### config.mk
export PLATFORM = sky130hd
export DESIGN_NAME = bidirectional_linear_interp_table_unit
export DESIGN_NICKNAME = d
export VERILOG_FILES = /design/src/sv/bli_pkg.sv /design/src/sv/bli_ram.sv /design/src/sv/bli_div.sv /design/src/sv/bidirectional_linear_interp_table_unit.sv
export SDC_FILE = /design/constraint.sdc
export NUM_CORES = 2
export LEC_CHECK = 0
export ABC_CLOCK_PERIOD_IN_PS = 19330
export BUFFER_PORTS_ARGS = -buffer_cell sky130_fd_sc_hd__buf_2
export CAP_MARGIN = 20
export CORE_ASPECT_RATIO = 0.8
export CORE_MARGIN = 5
export CORE_UTILIZATION = 60
export DETAILED_ROUTE_END_ITERATION = 16
export PLACE_DENSITY = 0.76
export SETUP_SLACK_MARGIN = 0.5
export SYNTH_ARGS = -nofsm -noshare
export SYNTH_HDL_FRONTEND = slang
export SYNTH_SLANG_ARGS = --single-unit
### constraint.sdc
create_clock -name clk -period 19.33 [get_ports clk]
set_clock_uncertainty 0.1 [all_clocks]
set_input_delay 3.866 -clock clk [delete_from_list [all_inputs] [get_ports clk]]
set_output_delay 3.866 -clock clk [all_outputs]
set_load 0.02 [all_outputs]
### src/sv/bli_pkg.sv
`default_nettype none
package bli_pkg;

  localparam int MAX_POINTS = 64;
  localparam int VALUE_BITS = 16;
  localparam int IDX_W      = $clog2(MAX_POINTS);
  localparam int ENT_W      = 2 * VALUE_BITS;
  localparam int NUM_W      = 7;
  localparam int KIND_W     = 2;
  localparam int STAT_W     = 2;

  localparam logic [KIND_W-1:0] KIND_WRITE = 2'd0;
  localparam logic [KIND_W-1:0] KIND_HUM   = 2'd1;
  localparam logic [KIND_W-1:0] KIND_SPC   = 2'd2;

  localparam logic [STAT_W-1:0] STAT_IN   = 2'd0;
  localparam logic [STAT_W-1:0] STAT_LOW  = 2'd1;
  localparam logic [STAT_W-1:0] STAT_HIGH = 2'd2;

  localparam logic [NUM_W-1:0] NUM_RESET = 7'd2;

endpackage
`default_nettype wire

### src/sv/bli_ram.sv
`default_nettype none
module bli_ram #(
  parameter int DEPTH = 64,
  parameter int WIDTH = 32
) (
  input  logic                     clk,
  input  logic                     we,
  input  logic [$clog2(DEPTH)-1:0] waddr,
  input  logic [WIDTH-1:0]         wdata,
  input  logic [$clog2(DEPTH)-1:0] raddr,
  output logic [WIDTH-1:0]         rdata
);

  logic [WIDTH-1:0] mem [DEPTH];

  always_ff @(posedge clk) begin
    if (we) begin
      mem[waddr] <= wdata;
    end
    rdata <= mem[raddr];
  end

endmodule
`default_nettype wire

### src/sv/bli_div.sv
`default_nettype none
module bli_div (
  input  logic                              clk,
  input  logic                              rst,
  input  logic                              start,
  input  logic [bli_pkg::ENT_W-1:0]         dividend,
  input  logic [bli_pkg::VALUE_BITS-1:0]    divisor,
  output logic                              done,
  output logic [bli_pkg::VALUE_BITS-1:0]    quotient
);
  import bli_pkg::*;

  localparam int CW = $clog2(VALUE_BITS + 1);

  logic [VALUE_BITS-1:0] rem;
  logic [VALUE_BITS-1:0] quo;
  logic [CW-1:0]         cnt;
  logic                  busy;
  logic [VALUE_BITS:0]   trial;
  logic [VALUE_BITS:0]   diff;
  logic                  fits;

  // caller guarantees the upper half of the dividend is below the divisor,
  // so the quotient fits in VALUE_BITS and one pass per quotient bit suffices
  assign trial = {rem, quo[VALUE_BITS-1]};
  assign diff  = trial - {1'b0, divisor};
  assign fits  = trial >= {1'b0, divisor};
  assign quotient = quo;

  always_ff @(posedge clk) begin
    if (rst) begin
      busy <= 1'b0;
      done <= 1'b0;
      cnt  <= '0;
    end else begin
      done <= 1'b0;
      if (start) begin
        busy <= 1'b1;
        cnt  <= CW'(VALUE_BITS);
      end else if (busy) begin
        cnt <= cnt - 1'b1;
        if (cnt == CW'(1)) begin
          busy <= 1'b0;
          done <= 1'b1;
        end
      end
    end
  end

  always_ff @(posedge clk) begin
    if (start) begin
      rem <= dividend[ENT_W-1:VALUE_BITS];
      quo <= dividend[VALUE_BITS-1:0];
    end else if (busy) begin
      rem <= fits ? diff[VALUE_BITS-1:0] : trial[VALUE_BITS-1:0];
      quo <= {quo[VALUE_BITS-2:0], fits};
    end
  end

endmodule
`default_nettype wire

### src/sv/bidirectional_linear_interp_table_unit.sv
// channel | handshake           | payload
// --------+---------------------+--------------------------------------------------
// in      | in_valid / in_stall | kind, entry_index, entry_humidity, entry_spacing,
//         |                     | query_value
// out     | out_valid/out_stall | mapped_value, range_status
// cfg     | cfg_valid/cfg_ready | cfg_data (num_points)
//
// A write beat does not stall the input. A query walks the table through
// the single read port, one entry per cycle: entry 0, the last entry, then
// a scan from entry 1 up to the segment. A clamped query ends after entry 0
// or the last entry; an interpolated one scans, multiplies and then runs the
// radix-2 divider. rst is synchronous; the table holds no reset value.
// in_stall is high while a query is in flight; a result waiting on
// out_stall does not block the input.
`default_nettype none
module bidirectional_linear_interp_table_unit (
  input  logic                            clk,
  input  logic                            rst,
  input  logic                            in_valid,
  output logic                            in_stall,
  input  logic [bli_pkg::KIND_W-1:0]      kind,
  input  logic [bli_pkg::IDX_W-1:0]       entry_index,
  input  logic [bli_pkg::VALUE_BITS-1:0]  entry_humidity,
  input  logic [bli_pkg::VALUE_BITS-1:0]  entry_spacing,
  input  logic [bli_pkg::VALUE_BITS-1:0]  query_value,
  input  logic                            cfg_valid,
  output logic                            cfg_ready,
  input  logic [bli_pkg::NUM_W-1:0]       cfg_data,
  output logic                            out_valid,
  input  logic                            out_stall,
  output logic [bli_pkg::VALUE_BITS-1:0]  mapped_value,
  output logic [bli_pkg::STAT_W-1:0]      range_status
);
  import bli_pkg::*;

  localparam logic [3:0] S_IDLE   = 4'd0;
  localparam logic [3:0] S_RD0    = 4'd1;
  localparam logic [3:0] S_RDL    = 4'd2;
  localparam logic [3:0] S_SCAN   = 4'd3;
  localparam logic [3:0] S_MUL    = 4'd4;
  localparam logic [3:0] S_DSTART = 4'd5;
  localparam logic [3:0] S_DIV    = 4'd6;
  localparam logic [3:0] S_FIN    = 4'd7;
  localparam logic [3:0] S_OUT    = 4'd8;

  localparam int VB = VALUE_BITS;

  logic [3:0]        state;
  logic [NUM_W-1:0]  num_points;
  logic [NUM_W-1:0]  n_eff;
  logic [IDX_W-1:0]  last;

  logic              in_acc;
  logic              we;
  logic [IDX_W-1:0]  raddr;
  logic [ENT_W-1:0]  rdata;
  logic [VB-1:0]     rd_x;
  logic [VB-1:0]     rd_y;

  logic              swap;
  logic [VB-1:0]     qx;
  logic [VB-1:0]     x1;
  logic [VB-1:0]     y1;
  logic [VB-1:0]     dx;
  logic [VB-1:0]     span;
  logic [VB-1:0]     dyabs;
  logic              dy_neg;
  logic [ENT_W-1:0]  prod;
  logic [IDX_W-1:0]  j;
  logic [VB-1:0]     res;
  logic [STAT_W-1:0] res_stat;
  logic              scan_more;

  logic              div_start;
  logic              div_done;
  logic [VB-1:0]     div_q;
  logic              out_free;

  assign cfg_ready = 1'b1;
  assign in_stall  = (state != S_IDLE);
  assign in_acc    = in_valid && !in_stall;
  assign we        = in_acc && (kind == KIND_WRITE);
  assign out_free  = !out_valid || !out_stall;
  assign div_start = (state == S_DSTART);

  always_comb begin
    if (num_points < NUM_W'(2)) begin
      n_eff = NUM_W'(2);
    end else if (num_points > NUM_W'(MAX_POINTS)) begin
      n_eff = NUM_W'(MAX_POINTS);
    end else begin
      n_eff = num_points;
    end
  end

  logic [NUM_W-1:0] n_last;
  assign n_last = n_eff - 1'b1;
  assign last   = n_last[IDX_W-1:0];

  // entry layout {humidity, spacing}; swap selects spacing as the search column
  assign rd_x = swap ? rdata[VB-1:0] : rdata[ENT_W-1:VB];
  assign rd_y = swap ? rdata[ENT_W-1:VB] : rdata[VB-1:0];

  assign scan_more = (j < last) && (rd_x < qx);

  always_comb begin
    case (state)
      S_RD0:   raddr = last;
      S_RDL:   raddr = IDX_W'(1);
      S_SCAN:  raddr = j + 1'b1;
      default: raddr = '0;
    endcase
  end

  bli_ram #(
    .DEPTH(MAX_POINTS),
    .WIDTH(ENT_W)
  ) u_ram (
    .clk   (clk),
    .we    (we),
    .waddr (entry_index),
    .wdata ({entry_humidity, entry_spacing}),
    .raddr (raddr),
    .rdata (rdata)
  );

  bli_div u_div (
    .clk      (clk),
    .rst      (rst),
    .start    (div_start),
    .dividend (prod),
    .divisor  (span),
    .done     (div_done),
    .quotient (div_q)
  );

  always_ff @(posedge clk) begin
    if (rst) begin
      num_points <= NUM_RESET;
    end else if (cfg_valid && cfg_ready) begin
      num_points <= cfg_data;
    end
  end

  always_ff @(posedge clk) begin
    if (rst) begin
      state <= S_IDLE;
    end else begin
      case (state)
        S_IDLE: begin
          if (in_acc && (kind == KIND_HUM || kind == KIND_SPC)) begin
            state <= S_RD0;
          end
        end
        S_RD0: begin
          state <= (qx <= rd_x) ? S_OUT : S_RDL;
        end
        S_RDL: begin
          state <= (qx >= rd_x) ? S_OUT : S_SCAN;
        end
        S_SCAN: begin
          if (!scan_more) begin
            state <= (rd_x <= x1 || qx < x1) ? S_OUT : S_MUL;
          end
        end
        S_MUL:    state <= S_DSTART;
        S_DSTART: state <= S_DIV;
        S_DIV: begin
          if (div_done) begin
            state <= S_FIN;
          end
        end
        S_FIN: state <= S_OUT;
        S_OUT: begin
          if (out_free) begin
            state <= S_IDLE;
          end
        end
        default: state <= S_IDLE;
      endcase
    end
  end

  always_ff @(posedge clk) begin
    case (state)
      S_IDLE: begin
        if (in_acc) begin
          qx   <= query_value;
          swap <= (kind == KIND_SPC);
        end
      end
      S_RD0: begin
        x1       <= rd_x;
        y1       <= rd_y;
        res      <= rd_y;
        res_stat <= STAT_LOW;
      end
      S_RDL: begin
        j        <= IDX_W'(1);
        res      <= rd_y;
        res_stat <= STAT_HIGH;
      end
      S_SCAN: begin
        if (scan_more) begin
          x1 <= rd_x;
          y1 <= rd_y;
          j  <= j + 1'b1;
        end else begin
          // flat or inverted segment answers with its left breakpoint
          res      <= y1;
          res_stat <= STAT_IN;
          dx       <= qx - x1;
          span     <= rd_x - x1;
          dy_neg   <= rd_y < y1;
          dyabs    <= (rd_y < y1) ? (y1 - rd_y) : (rd_y - y1);
        end
      end
      S_MUL: begin
        prod <= {{VB{1'b0}}, dyabs} * {{VB{1'b0}}, dx};
      end
      S_FIN: begin
        res <= dy_neg ? (y1 - div_q) : (y1 + div_q);
      end
      default: begin
      end
    endcase
  end

  always_ff @(posedge clk) begin
    if (rst) begin
      out_valid <= 1'b0;
    end else if (state == S_OUT && out_free) begin
      out_valid <= 1'b1;
    end else if (!out_stall) begin
      out_valid <= 1'b0;
    end
  end

  always_ff @(posedge clk) begin
    if (state == S_OUT && out_free) begin
      mapped_value <= res;
      range_status <= res_stat;
    end
  end

endmodule
`default_nettype wire

---- Yosys cells after proc, flatten, opt, wreduce, memory -nomap -nowiden ----
Memory sizes are Yosys's and may differ from the RTL's. A register that Yosys moved wholly into a read port is not among the register bits.
Cells that the tools add are included.
storage, ports and cells
  register bits after elaboration ......... 223
  bits in writable memories ............... 2048
  input port bits ......................... 68
  output and inout port bits .............. 21
  logic and storage cells ................. 133
  memories kept ........................... 1
operators by class
  add/sub/neg operators ................... 10
  $mul .................................... 1
  order comparisons ....................... 10
  equal/unequal tests ..................... 17
  multiplexer cells ....................... 40
  bitwise gates (word level) .............. 2
  reductions and logical operators ........ 29
memory list
  memory     words  width  rd ports  clocked after memory_dff  write ports  line           source
  u_ram.mem  64     32     1         1                         1            bli_ram.sv:14  logic [WIDTH-1:0] mem [DEPTH];
operators with widths
  kind                                                  number
  two-way mux 16 bit                                    12
  subtractor 16 bit                                     6
  case mux 16 bit (2 select lines)                      2
  < comparator 16 bit                                   3
  case mux 16 bit (3 select lines)                      1
  case mux 4 bit (9 select lines)                       1
  less-or-equal comparator 16 bit                       2
  multiplier 16 x 16 -> 32 bit                          1
  two-way mux 4 bit                                     7
  two-way mux 6 bit                                     3
  case mux 6 bit (3 select lines)                       1
  >= comparator 17 x 16 -> 1 bit                        1
  adder 16 bit                                          1
  == test 4 x 3 -> 1 bit, second input constant         4
  >= comparator 16 bit                                  1
  case mux 6 bit (2 select lines)                       1
  AND reduction 2 bit                                   6
  two-way mux 5 bit                                     2
  == test 4 x 2 -> 1 bit, second input constant         2
  two-way mux 1 bit                                     8
  != test 2 bit, second input constant                  4
  greater-than comparator 7 bit, second input constant  1
  < comparator 7 x 2 -> 1 bit, second input constant    1
  adder 6 x 1 -> 6 bit, second input constant           1
  other kinds (23)                                      37

---- Longest topological paths before layout ----
  depth in word-level cells ............... 8
  mapped depth ............................ 22

---- Modules after synthesis ----
A second synthesis with hierarchy kept.
second synthesis, totals
  cell total of the unflattened synthesis .. 5600
  area total of the unflattened synthesis .. 100993.1 sq um
by module, submodules not included
  module                                  times used  cells an instance  area each (sq um)  sequential area each (sq um)
  bli_ram                                 1           3324               78515.3            62139.6
  bidirectional_linear_interp_table_unit  1           2008               19642.6            5405.2
  bli_div                                 1           268                2835.2             1101.1

---- Worst setup path after synthesis ----
OpenSTA, ideal clock, no wires.
  path kind ............................... input port to flip-flop
  from .................................... input port in_valid
  to ...................................... memory u_ram.mem[30][0], enable pin
  library setup time ...................... 421 ps
  arrival time ............................ 6403 ps
  setup slack ............................. 12406 ps
  stages on the path ...................... 5
  path buffers ............................ 1
  path through ............................ and3_1 and3b_1 clkbuf_1 nand3_1 nor2_1
on the way
  cells in the longest elaborated chain, start to end .. 4
RTL lines
  element                                  line                                          source
  start: declaration                       bidirectional_linear_interp_table_unit.sv:19  input logic in_valid,
  logical AND 1 bit                        bidirectional_linear_interp_table_unit.sv:81  assign in_acc = in_valid && !in_stall;
  logical AND 1 bit                        bidirectional_linear_interp_table_unit.sv:82  assign we = in_acc && (kind == KIND_WRITE);
  two-way mux 1 bit                        bli_ram.sv:17                                 if (we) begin
  two-way mux 1 bit (implied by the code)  bli_ram.sv:18                                 mem[waddr] <= wdata;
  end: declaration                         bli_ram.sv:14
Every way passes these cells.

---- Worst setup path after layout ----
  from .................................... register num_points[2]
  to ...................................... register u_ram.rdata[6], read port of u_ram.mem
on the way
  cells in the longest elaborated chain, start to end .. 5
RTL lines
  element                            line                                           source
  start: declaration                 bidirectional_linear_interp_table_unit.sv:49   logic [NUM_W-1:0] num_points;
  start signal: assignment           bidirectional_linear_interp_table_unit.sv:141  num_points <= cfg_data;
  greater-than comparator 7 bit      bidirectional_linear_interp_table_unit.sv:89   end else if (num_points > NUM_W'(MAX_POINTS)) begin
  two-way mux 6 bit                  bidirectional_linear_interp_table_unit.sv:89
  two-way mux 6 bit *                bidirectional_linear_interp_table_unit.sv:87   if (num_points < NUM_W'(2)) begin
  subtractor 6 x 1 -> 6 bit *        bidirectional_linear_interp_table_unit.sv:97   assign n_last = n_eff - 1'b1;
  case mux 6 bit (3 select lines) *  bidirectional_linear_interp_table_unit.sv:107  case (state)
  end: declaration                   bli_ram.sv:11                                  output logic [WIDTH-1:0] rdata
Every way passes the cells marked *; elsewhere a longest branch is shown, timed or not.
A chain may end at the register's enable or synchronous reset.

==> summary.txt <==
Bufs and invs on worst path: 5
# resized after CTS: 0
Cells after Synth: 7907
drt pass-1 iters: 6
worst ir drop on vdd: 0.119 mV
Clk Latency, worst-skew pair: 850 ps
share of layout cells above drive strength 1: 8.44%
die area: 0.181 sq mm
Int Pwr: 0.00917 W
Final min period: 7310 ps
Worst R2R Start: num_points[2]
antenna-violating nets left: 0
I/O Buffers: 87
Routed WL per cell: 28.3 microns
fmax: 137 MHz
Finish-stage setup viols: 0
HP Class: flop to flop
Final Hold Viols: 0
crit path max fanout: 76
Reg-to-Reg End: u_ram.rdata[6]
P&R area growth vs syn: 9.68%
Levels on crit path: 16
io pins: 89
clock buffer depth: 3
initial core utilization: 60.3%
crit path capture: u_ram.rdata[6]
H-tree Lvls: 4
Die Height: 382 microns
count of flip-flops with a built-in enable after synthesis: 2252
CP startpoint: num_points[2]
All-Layer GR Usage: 32.0%
nets: 8377
WL final: 293000 microns
hold path start: res[4]
DPL Wire Length: 179000 microns
hold_buf cts: 0
row cnt: 136
initial antenna violation count: 27
post-CTS setup buffer count: 0
Synth cell types: 83
P_leak: 40.2 nW
Max-Slew Margin vs Limit: 21.5%
most frequent CP cell: buf_4
Reg2Reg Depth: 16
post-synthesis cell area: 0.104 sq mm
Switch Pwr: 0.00444 W
Slew Viols, Final: 0
FF+latch count, synth: 2303
WHS: 318 ps
WS Path Type: flop to flop
Worst Setup End Kind: flop
syn_area_per_cell: 13.1 sq um
Pwr Density: 120 mW/mm^2
register area share after synthesis: 66.3%
combinational share of power: 26.9%
status: complete, no violations
cell at the slowest stage of the critical path: buf_4
Core Footprint: 0.172 sq mm
total number of vias: 67000
dominant cell type by area after synthesis: edfxtp_1
Synth top area share: 65.3%
clk root buf: clkbuf_16
initial DRC count: 10800
Flop pwr share: 42.8%
most common cell in the synthesized netlist: edfxtp_1
Setup TNS: 0 ps
r2r setup slk: 12020 ps
routability-driven placement congestion ratio: 0.956
Syn Nets: 8401
Critical Path, Cell by Cell: or4_4, a21o_1, ha_1, nand2b_1, nand3_4, buf_4, buf_4, buf_4, buf_4, buf_4, nand2_1, nand3_1, nand3_1, nand3_1, o2111ai_1, o21ai_1
dominant synthesized flop cell: edfxtp_1
clock power share: 30.3%
Die W: 475 microns
first-pass GRT wire length: 425000 microns
TritonCTS clock tree: built
sw frac: 32.6%
unrepaired setup endpoints after global routing: no
Vias/cell: 6.47
Crit path max-delay family: buffers and inverters
Synth area leaders: edfxtp_1, nand2_1, nand3_1
DRC: 0
critical path data required time: 19930 ps
CP max stage delay: 790 ps
vias in the first global route: 63600
synth cell count leaders: edfxtp_1, nand2_1, nand3_1, inv_1, mux2i_1
max-cap violations: 0
CTS clk-pin slew, worst paths: 60 ps
Sink Count: 2303
Async S/R FF share, synth: 0%
final cycle utilization of the critical path: 37.8%
Startpoint Class: flop
largest net degree at the start of global routing: 142
GRT Residual Overflow: 0
Worst-Margin Slew: 1170 ps
total CTS buffers: 206
Syn. warnings: 0
Crit path arrival time: 7910 ps
## final cells by class
class,count,area [sq um]
well taps,2277,2850
multi-input cells,4832,32500
inverters,339,1270
clock buffers,268,5490
flip-flops and latches,2303,68600
diodes,18,45.0
repair buffers,201,1600
fillers,11800,58100
clock inverters,116,1220
## worst min path at each step
| stage | to | depth (start not counted) |
|---|---|---|
| 6_report | mapped_value[4] | 0 |
| 5_1_grt | mapped_value[7] | 0 |
| 4_1_cts | mapped_value[0] | 0 |
| 3_5_place_dp | mapped_value[0] | 0 |
| 3_3_place_gp | mapped_value[2] | 0 |
| 2_1_floorplan | mapped_value[0] | 0 |
## cell usage in the layout (no fill, tap or decap), types with 20 or more instances in the layout
| cell | count |
|---|---|
| bufinv_16 | 20 |
| nor2b_1 | 31 |
| ha_1 | 226 |
| nor2_1 | 157 |
| a311oi_1 | 42 |
| o211ai_1 | 34 |
| nor3_1 | 51 |
| nand2_1 | 1627 |
| xnor2_1 | 84 |
| buf_4 | 106 |
| a221oi_1 | 55 |
| fa_1 | 200 |
| o21a_1 | 25 |
| and2_1 | 136 |
| nor2_4 | 65 |
| clkbuf_1 | 54 |
| mux2i_1 | 328 |
| mux4_2 | 74 |
| o2111ai_1 | 30 |
| buf_2 | 75 |
| inv_1 | 338 |
| a211oi_1 | 20 |
| clkbuf_16 | 208 |
| clkinv_2 | 27 |
| dfxtp_1 | 51 |
| a311o_1 | 38 |
| and3_1 | 52 |
| a31oi_1 | 38 |
| a21o_1 | 40 |
| edfxtp_1 | 2252 |
| xor2_1 | 25 |
| o21ai_0 | 92 |
| clkinv_1 | 49 |
| a22oi_1 | 33 |
| nand3_1 | 841 |
| a21oi_1 | 265 |
## cell families after synthesis
family | count (synthesis) | share of synthesized area (%)
xor+xnor | 109 | 0.921
other cells | 1 | 0.00362
flops | 2303 | 66.3
compound gates | 800 | 5.19
mux | 413 | 4.90
simple gates | 3083 | 13.2
fa+ha+maj | 426 | 6.59
buf+inv | 772 | 2.95
## power by group through the flow
stage               logic (W)  registers, W  clock network [W]
CTS                   0.00357       0.00581            0.00413
finish                0.00365       0.00583            0.00412
detailed placement    0.00353       0.00592                  0
floorplan             0.00235       0.00583                  0
global placement      0.00348       0.00591                  0
global route          0.00392       0.00582            0.00436
## flip-flops by register name, indices dropped and copies added, names as in the netlist, 16 cells and up
name	cells
mapped_value	16
span	16
u_div.rem	16
prod	32
u_div.quotient	16
y1	16
dx	16
u_ram.rdata	32
res	16
u_ram.mem	2048
dyabs	16
qx	16
x1	16
## metal layers
| layer | part of all wire, % | wire [microns] | up-vias | track usage [%] |
|---|---|---|---|---|
| li1 | - | - | 28700 | - |
| met1 | 37 | 110000 | 33200 | 45.7 |
| met2 | 44 | 128000 | 4465 | 45.9 |
| met3 | 15 | 43700 | 593 | 11.5 |
| met4 | 4.0 | 11700 | 14 | 11.0 |
| met5 | 0.028 | 83 | - | 0 |
## stage by stage
step	utilization, %	instances	instance area (sq um)	setup slack [ps]	power (W)
after detailed placement	62.1	9939	107000	12370	0.00945
after floorplan	-	7907	104000	12410	0.00818
after global placement	62.0	9935	107000	12410	0.00939
after CTS	66.0	10300	113000	12390	0.0135
final	66.2	10400	114000	12020	0.0136
after global routing	66.2	10300	114000	11840	0.0141
Note: power is estimated with default switching activity, not from simulation.
